<file path="config.mk">
export PLATFORM = sky130hd
export DESIGN_NAME = bpr_unpacker
export DESIGN_NICKNAME = d
export VERILOG_FILES = /design/src/hdl/bpr_pkg.sv /design/src/hdl/bpr_unpacker.sv
export VERILOG_INCLUDE_DIRS = /design/src /design/src/hdl
export SDC_FILE = /design/constraint.sdc
export NUM_CORES = 1
export LEC_CHECK = 0
export BUFFER_PORTS_ARGS = -buffer_cell sky130_fd_sc_hd__buf_2
export CELL_PAD_IN_SITES_DETAIL_PLACEMENT = 0
export CELL_PAD_IN_SITES_GLOBAL_PLACEMENT = 2
export CORE_MARGIN = 8
export CORE_UTILIZATION = 37
export CTS_CLUSTER_SIZE = 24
export DETAILED_ROUTE_END_ITERATION = 16
export PLACE_DENSITY = 0.95
export SYNTH_ARGS = -nofsm -noshare
export SYNTH_HDL_FRONTEND = slang
export SYNTH_SLANG_ARGS = --single-unit
export TNS_END_PERCENT = 30
</file>
<file path="constraint.sdc">
create_clock -name clk_i -period 9.3 [get_ports clk_i]
set_clock_uncertainty 0.1 [all_clocks]
set_input_delay 1.86 -clock clk_i [delete_from_list [all_inputs] [get_ports clk_i]]
set_output_delay 1.86 -clock clk_i [all_outputs]
set_load 0.02 [all_outputs]
</file>
<file path="src/hdl/bmp_pixel_row_decoder_macros.svh">
// Assertion macros shared by the decoder modules.
// Unless NO_ASSERTIONS is defined, each use expands to one labeled concurrent
// assertion clocked by clk_i and disabled while rst_ni is low; otherwise to nothing.
`ifndef BMP_PIXEL_ROW_DECODER_MACROS_SVH
`define BMP_PIXEL_ROW_DECODER_MACROS_SVH
`ifndef NO_ASSERTIONS
`define BPR_ASSERT_IMP(name, ante, cons) \
  name: assert property (@(posedge clk_i) disable iff (!rst_ni) (ante) |-> (cons)) \
    else $error("%m: check failed");
`define BPR_ASSERT_NXT(name, ante, cons) \
  name: assert property (@(posedge clk_i) disable iff (!rst_ni) (ante) |=> (cons)) \
    else $error("%m: check failed");
`else
`define BPR_ASSERT_IMP(name, ante, cons)
`define BPR_ASSERT_NXT(name, ante, cons)
`endif
`endif

</file>
<file path="src/hdl/bpr_pkg.sv">
`timescale 1ns / 1ps

package bpr_pkg;

  localparam int DEF_MAX_WIDTH       = 4096;
  localparam int DEF_PALETTE_ENTRIES = 256;
  localparam int MAX_HEIGHT          = 4096;
  localparam int ROW_W               = $clog2(MAX_HEIGHT);
  localparam int DIM_W               = 13;
  localparam int BPP_W               = 5;
  localparam int CFG_IDX_W           = 2;
  localparam int RGB_W               = 24;
  localparam int K_W                 = 3;
  localparam int ROW_ALIGN_BITS      = 32;

  localparam logic [CFG_IDX_W-1:0] CFG_BPP    = 2'd0;
  localparam logic [CFG_IDX_W-1:0] CFG_WIDTH  = 2'd1;
  localparam logic [CFG_IDX_W-1:0] CFG_HEIGHT = 2'd2;

  localparam logic [BPP_W-1:0] BPP_MONO   = 5'd1;
  localparam logic [BPP_W-1:0] BPP_NIBBLE = 5'd4;
  localparam logic [BPP_W-1:0] BPP_BYTE   = 5'd8;
  localparam logic [BPP_W-1:0] BPP_TRUE   = 5'd24;

  localparam logic ACT_PALETTE = 1'b0;
  localparam logic ACT_DATA    = 1'b1;

  localparam logic [1:0] PH_BLUE  = 2'd0;
  localparam logic [1:0] PH_GREEN = 2'd1;
  localparam logic [1:0] PH_RED   = 2'd2;

  typedef struct packed {
    logic [BPP_W-1:0] bpp;
    logic [DIM_W-1:0] width;
    logic [DIM_W-1:0] height;
  } cfg_t;

  typedef struct packed {
    logic       action;
    logic [7:0] palette_index;
    logic [7:0] palette_red;
    logic [7:0] palette_green;
    logic [7:0] palette_blue;
    logic [7:0] data_byte;
  } in_item_t;

  typedef struct packed {
    logic             direct;
    logic [RGB_W-1:0] rgb;
    logic             row_end;
    logic             frame_end;
    logic             last_of_run;
  } pix_t;

  // Remainder of an 8-bit index by the table size, by restoring subtraction.
  function automatic logic [7:0] pal_wrap(input logic [7:0] idx, input int entries);
    logic [16:0] r;
    r = {9'd0, idx};
    for (int s = 7; s >= 0; s--) begin
      if (r >= 17'(entries << s)) begin
        r = r - 17'(entries << s);
      end
    end
    return r[7:0];
  endfunction

endpackage

</file>
<file path="src/hdl/bpr_unpacker.sv">
`timescale 1ns / 1ps
`include "bmp_pixel_row_decoder_macros.svh"

module bpr_unpacker #(
  parameter int MAX_WIDTH       = bpr_pkg::DEF_MAX_WIDTH,
  parameter int PALETTE_ENTRIES = bpr_pkg::DEF_PALETTE_ENTRIES
) (
  input  logic                                 clk_i,
  input  logic                                 rst_ni,
  input  bpr_pkg::cfg_t                        cfg_i,
  input  logic                                 in_valid_i,
  output logic                                 in_ready_o,
  input  bpr_pkg::in_item_t                    in_item_i,
  output logic                                 pal_we_o,
  output logic [$clog2(PALETTE_ENTRIES)-1:0]   pal_waddr_o,
  output logic [bpr_pkg::RGB_W-1:0]            pal_wdata_o,
  output logic                                 pal_re_o,
  output logic [$clog2(PALETTE_ENTRIES)-1:0]   pal_raddr_o,
  input  logic                                 pix_room_i,
  output logic                                 pix_fire_o,
  output bpr_pkg::pix_t                        pix_o
);

  import bpr_pkg::*;

  localparam int DIM_MAX    = (1 << DIM_W) - 1;
  localparam int WIDTH_CAP  = (MAX_WIDTH < DIM_MAX) ? MAX_WIDTH : DIM_MAX;
  localparam int WCL_W      = $clog2(WIDTH_CAP + 1);
  localparam int BITS_W     = $clog2(WIDTH_CAP * int'(BPP_TRUE) + ROW_ALIGN_BITS);
  localparam int STRIDE_MAX = ((WIDTH_CAP * int'(BPP_TRUE) + ROW_ALIGN_BITS - 1)
                               / ROW_ALIGN_BITS) * (ROW_ALIGN_BITS / 8);
  localparam int STR_W      = $clog2(STRIDE_MAX + 1);
  localparam int PAL_W      = $clog2(PALETTE_ENTRIES);

  logic [DIM_W-1:0]  w_full;
  logic [WCL_W-1:0]  w_cl;
  logic [DIM_W-1:0]  h_cl;
  logic [BITS_W-1:0] row_bits;
  logic              supported;
  logic [STR_W-1:0]  data_bytes;
  logic [STR_W-1:0]  stride;
  logic [STR_W:0]    byte_inc;
  logic              byte_live;
  logic              in_fire;
  logic              data_fire;

  logic              iss_valid_q;
  logic              iss_direct_q;
  logic [7:0]        iss_byte_q;
  logic [K_W-1:0]    iss_k_q;
  logic [RGB_W-1:0]  iss_rgb_q;
  logic [WCL_W-1:0]  col_q;
  logic [ROW_W-1:0]  row_q;
  logic [STR_W-1:0]  byte_q;
  logic [1:0]        phase_q;
  logic [7:0]        held_blue_q;
  logic [7:0]        held_green_q;

  logic              col_last;
  logic              row_last;
  logic              per_last;
  logic              run_last;
  logic [7:0]        idx;
  logic [7:0]        idx_wrap;

  always_comb begin
    if (cfg_i.width == '0) begin
      w_full = DIM_W'(1);
    end else if (cfg_i.width > DIM_W'(WIDTH_CAP)) begin
      w_full = DIM_W'(WIDTH_CAP);
    end else begin
      w_full = cfg_i.width;
    end
    w_cl = w_full[WCL_W-1:0];
    if (cfg_i.height == '0) begin
      h_cl = DIM_W'(1);
    end else if (cfg_i.height > DIM_W'(MAX_HEIGHT)) begin
      h_cl = DIM_W'(MAX_HEIGHT);
    end else begin
      h_cl = cfg_i.height;
    end
  end

  always_comb begin
    supported = 1'b1;
    case (cfg_i.bpp)
      BPP_MONO:   row_bits = BITS_W'(w_cl);
      BPP_NIBBLE: row_bits = BITS_W'(w_cl) << 2;
      BPP_BYTE:   row_bits = BITS_W'(w_cl) << 3;
      BPP_TRUE:   row_bits = (BITS_W'(w_cl) << 4) + (BITS_W'(w_cl) << 3);
      default: begin
        row_bits  = '0;
        supported = 1'b0;
      end
    endcase
  end

  assign data_bytes = STR_W'((row_bits + BITS_W'(7)) >> 3);
  assign stride     = STR_W'(((row_bits + BITS_W'(ROW_ALIGN_BITS - 1)) >> 5) << 2);
  assign byte_inc   = {1'b0, byte_q} + (STR_W+1)'(1);
  assign byte_live  = byte_q < data_bytes;

  assign col_last = ({1'b0, col_q} + (WCL_W+1)'(1)) >= {1'b0, w_cl};
  assign row_last = (DIM_W'(row_q) + DIM_W'(1)) >= h_cl;

  always_comb begin
    case (cfg_i.bpp)
      BPP_MONO: begin
        idx      = {7'd0, iss_byte_q[3'd7 - iss_k_q]};
        per_last = iss_k_q == K_W'(7);
      end
      BPP_NIBBLE: begin
        idx      = iss_k_q[0] ? {4'd0, iss_byte_q[3:0]} : {4'd0, iss_byte_q[7:4]};
        per_last = iss_k_q == K_W'(1);
      end
      default: begin
        idx      = iss_byte_q;
        per_last = 1'b1;
      end
    endcase
  end

  assign idx_wrap   = pal_wrap(idx, PALETTE_ENTRIES);
  assign run_last   = iss_direct_q || per_last || col_last;
  assign pix_fire_o = iss_valid_q && pix_room_i;
  assign in_ready_o = !iss_valid_q || (pix_fire_o && run_last);
  assign in_fire    = in_valid_i && in_ready_o;
  assign data_fire  = in_fire && (in_item_i.action == ACT_DATA) && supported;

  assign pal_we_o    = in_fire && (in_item_i.action == ACT_PALETTE)
                       && ({1'b0, in_item_i.palette_index} < 9'(PALETTE_ENTRIES));
  assign pal_waddr_o = in_item_i.palette_index[PAL_W-1:0];
  assign pal_wdata_o = {in_item_i.palette_red, in_item_i.palette_green,
                        in_item_i.palette_blue};
  assign pal_re_o    = pix_fire_o && !iss_direct_q;
  assign pal_raddr_o = idx_wrap[PAL_W-1:0];

  always_comb begin
    pix_o.direct      = iss_direct_q;
    pix_o.rgb         = iss_rgb_q;
    pix_o.row_end     = col_last;
    pix_o.frame_end   = col_last && row_last;
    pix_o.last_of_run = run_last;
  end

  always_ff @(posedge clk_i or negedge rst_ni) begin
    if (!rst_ni) begin
      iss_valid_q  <= 1'b0;
      iss_direct_q <= 1'b0;
      iss_byte_q   <= '0;
      iss_k_q      <= '0;
      iss_rgb_q    <= '0;
      col_q        <= '0;
      row_q        <= '0;
      byte_q       <= '0;
      phase_q      <= PH_BLUE;
      held_blue_q  <= '0;
      held_green_q <= '0;
    end else begin
      if (pix_fire_o) begin
        iss_k_q <= iss_k_q + K_W'(1);
        if (col_last) begin
          col_q <= '0;
          if (row_last) begin
            row_q <= '0;
          end else begin
            row_q <= row_q + ROW_W'(1);
          end
        end else begin
          col_q <= col_q + WCL_W'(1);
        end
        if (run_last) begin
          iss_valid_q <= 1'b0;
        end
      end
      if (data_fire) begin
        if (byte_inc >= {1'b0, stride}) begin
          byte_q <= '0;
        end else begin
          byte_q <= byte_inc[STR_W-1:0];
        end
        if (byte_live) begin
          if (cfg_i.bpp == BPP_TRUE) begin
            case (phase_q)
              PH_BLUE: begin
                held_blue_q <= in_item_i.data_byte;
                phase_q     <= PH_GREEN;
              end
              PH_GREEN: begin
                held_green_q <= in_item_i.data_byte;
                phase_q      <= PH_RED;
              end
              default: begin
                iss_valid_q  <= 1'b1;
                iss_direct_q <= 1'b1;
                iss_rgb_q    <= {in_item_i.data_byte, held_green_q, held_blue_q};
                iss_k_q      <= '0;
                phase_q      <= PH_BLUE;
              end
            endcase
          end else begin
            iss_valid_q  <= 1'b1;
            iss_direct_q <= 1'b0;
            iss_byte_q   <= in_item_i.data_byte;
            iss_k_q      <= '0;
          end
        end
      end
    end
  end

  `BPR_ASSERT_IMP(a_idle_ready, !iss_valid_q, in_ready_o)
  `BPR_ASSERT_IMP(a_direct_first, iss_valid_q && iss_direct_q, iss_k_q == '0)
  `BPR_ASSERT_NXT(a_run_drains, pix_fire_o && run_last && !in_fire, !iss_valid_q)

endmodule

</file>
==> flow_metrics.tcl <==
set metrics [dict create \
    r2r-end "iss_rgb_q[3]" \
    synth_cells 813 \
    cts_resized 0 \
    pin_count 148 \
    multi_input_area_um2 4776 \
    route.vias.total 6096 \
    htree_num_levels 3 \
    clk_latency_ns 0.35 \
    status "complete, no violations" \
    ys_ff_latch 94 \
    cts_buffers 9 \
    hpwl_mm 15.20 \
    leakagePower_uw 0.004044 \
    postCtsHoldBufs 0 \
    combinationalPowerShare_pct 23.3 \
    setup.worst_path.end_class "register" \
    power_frac_clock_pct 33.5 \
    synth_fp_nets 957 \
    grt_pass1_wl_mm 32.09 \
    drc 0 \
    setup_viol_count_final 0 \
    regArea_um2 2352 \
    max_freq_mhz 128.6 \
    core_um2 20170 \
    wl_per_cell_um 17.26 \
    rows 52 \
    reg2reg_depth 16 \
    slew_headroom_pct 31.43 \
    synth.avg_cell_area_um2 9.339 \
    wl_mm 19.43 \
    fin_crit_sh_pct 83.59 \
    track_usage_pct 15.40 \
    drt_iter0_markers 360 \
    gr-total-overflow 0 \
    hp-class "register to register" \
    r2r_setup_slack_ns 4.52 \
    io_buffer_count 83 \
    start_util_pct 37.64 \
    holdPathEnd "iss_rgb_q[0]" \
    layout-drive-gt1-share_pct 20.70 \
    grt_pass1_vias 6192 \
    design_power_total_uw 1096 \
    cp.arrival_ns 7.91 \
    internal_power_uw 743.6 \
    final_cells 1126 \
    avgViaCountPerCell 5.414 \
    setup_ws_ns 1.526 \
    clock-sinks 94 \
    required_ns 9.44 \
    die_w_um 159.2 \
    yosys_most_used_dff "dfrtp_1" \
    syn_area_um2 7592 \
    worst-setup-path-type "input port to register" \
    ir_drop_mv 0.1224 \
    worst_pin_slew_ns 1.029 \
    critical_path_peak_fanout 11 \
    max-cap-violations 0 \
    clockRootBuffer "clkbuf_16" \
    ys_seq_area_share_pct 30.98 \
    min_from "held_blue_q[0]" \
    synthDistinctLibCells 80 \
    yosys_warnings 0 \
    nFillCells 2027 \
    synthArstFlopShare_pct 100.0 \
    cts_tree "done" \
    finalSetupTns_ns 0 \
    antenna_found_initial 2 \
    antenna_left 0 \
    powerDensity_nw_per_um2 131.9 \
    place_ws_ns 1.141 \
    dieHeight_um 159.2 \
    clk_path_buf_depth 2 \
    cts_setup_buffers 0 \
    rsz0062_at_grt "no" \
    power_switching_uw 352.1 \
    final_cell_mix "nand2_1 (99), dfrtp_1 (94), buf_2 (82)" \
    switching_share_pct 32.14 \
    place_inst 1109 \
    min_delay_path_depth 1 \
    clk_pin_slew_ns 0.07 \
    start_kind "input port" \
    gp_congestion 0.8916 \
    post-route-min-period_ns 7.774 \
    pwr-share-seq_pct 43.1 \
    dieArea_um2 25360 \
    syn2layout_area_growth_pct 9.410 \
    finalHoldViolations 0 \
    grt_max_degree 66 \
    slew_viol_final 0 \
    final_nets 994 \
    mostFrequentLayoutCell "nand2_1" \
    r2r_start "col_q[0]" \
    firstDrtPassIters 5 \
    synth_edf_count 0 \
]
sequential cells by signal (all words and copies together) (netlist names):
signal        flops
iss_rgb_q        24
byte_q           14
col_q            13
row_q            12
held_blue_q       8
held_green_q      8
iss_byte_q        8
iss_k_q           3
phase_q           2
iss_direct_q      1
iss_valid_q       1
critical path, cell delays in order:
cell,delay (ns)
buf_2,0.19
nor4_4,0.32
a31oi_1,0.27
nor2_1,0.23
ha_1,0.22
inv_1,0.06
fa_1,0.41
or2_2,0.34
a31oi_1,0.23
a31oi_1,0.16
o31ai_1,0.41
xor2_1,0.13
a222oi_1,0.51
a21boi_0,0.35
ha_1,0.31
a21oi_1,0.15
o21ai_0,0.11
nand3_1,0.09
nand2_1,0.13
or4_1,0.44
nor3_2,0.58
mux2_2,0.41
Yosys cell counts, types with 3 or more instances:
cell type | n | area share [%]
mux2_1 | 4 | 0.59
nor2b_1 | 13 | 1.1
o21a_1 | 4 | 0.40
ha_1 | 67 | 11
a21o_1 | 14 | 1.4
mux2i_1 | 4 | 0.53
nor4_2 | 3 | 0.49
nor4_1 | 5 | 0.41
buf_2 | 6 | 0.40
clkbuf_1 | 16 | 0.79
a21oi_1 | 35 | 2.3
nand2b_1 | 14 | 1.2
or3_1 | 4 | 0.33
xnor2_1 | 32 | 3.7
dfrtp_1 | 94 | 31
and2_1 | 11 | 0.91
inv_1 | 23 | 1.1
or4_1 | 6 | 0.59
nand3b_1 | 6 | 0.59
a211oi_1 | 4 | 0.40
mux2_4 | 20 | 4.0
or2_2 | 5 | 0.41
nor2_1 | 33 | 1.6
mux2_2 | 28 | 4.2
buf_4 | 35 | 3.5
a221oi_1 | 4 | 0.46
xor2_1 | 26 | 3.0
o21ai_0 | 47 | 3.1
nand4_1 | 5 | 0.41
and3_1 | 9 | 0.74
o211ai_1 | 3 | 0.30
a31oi_1 | 6 | 0.49
nand3_1 | 24 | 1.6
nand2_1 | 99 | 4.9
o31ai_1 | 4 | 0.40
a22o_1 | 25 | 2.9
nor3_1 | 16 | 1.1
cell families after synthesis:
family	synth area share (%)
mux	9.822
xor+xnor	6.691
buf+inv	6.180
flops	30.98
compound gates	16.38
simple gates	18.64
fa+ha+maj	11.31
through the flow:
step                      area (µm²)  hold WS [ns]  util, %
after CTS                       8304        0.3952    41.17
final                           8307        0.3928    41.18
after floorplan                 7592        0.3541        -
after global routing            8307        0.4125    41.18
after global placement          8000        0.3692    39.67
after detailed placement        8000        0.3771    39.67
final cells by class:
cell class / instances / share of cell area [%]
inverter: 23 / 1.039
antenna: 1 / 0.03013
clock inverter: 7 / 0.9489
multi-input combinational: 635 / 57.49
clock buffer: 9 / 2.711
tap: 270 / 4.067
timing repair buffer: 87 / 5.392
sequential: 94 / 28.32
power by group through the flow:
| stage | sequential (µW) | clock [µW] | combinational, µW |
|---|---|---|---|
| floorplan | 470 | 0 | 200 |
| detailed placement | 481 | 0 | 256 |
| finish | 473 | 367 | 256 |
| CTS | 473 | 379 | 258 |
| global route | 478 | 396 | 287 |
| global placement | 480 | 0 | 255 |
worst max path at each step:
stage	start	end	slack (ns)	cells after the start
final	cfg_i[15]	held_blue_q[4]	1.53	22
after global routing	cfg_i[15]	held_blue_q[4]	1.00	22
after CTS	cfg_i[15]	held_blue_q[5]	1.49	22
after detailed placement	cfg_i[15]	held_blue_q[5]	1.14	22
after global placement	cfg_i[15]	held_blue_q[7]	1.19	22
after floorplan	cfg_i[14]	held_blue_q[0]	2.40	23
per-layer routing:
| metal | wire, µm | vias up | global-route usage [%] |
|---|---|---|---|
| met5 | 8 | - | 0 |
| met1 | 8977 | 2892 | 20.16 |
| met3 | 1328 | 32 | 3.800 |
| met4 | 397 | 2 | 5.103 |
| li1 | - | 3009 | - |
| met2 | 8719 | 161 | 24.44 |
Note: power is estimated with default switching activity, not from simulation.
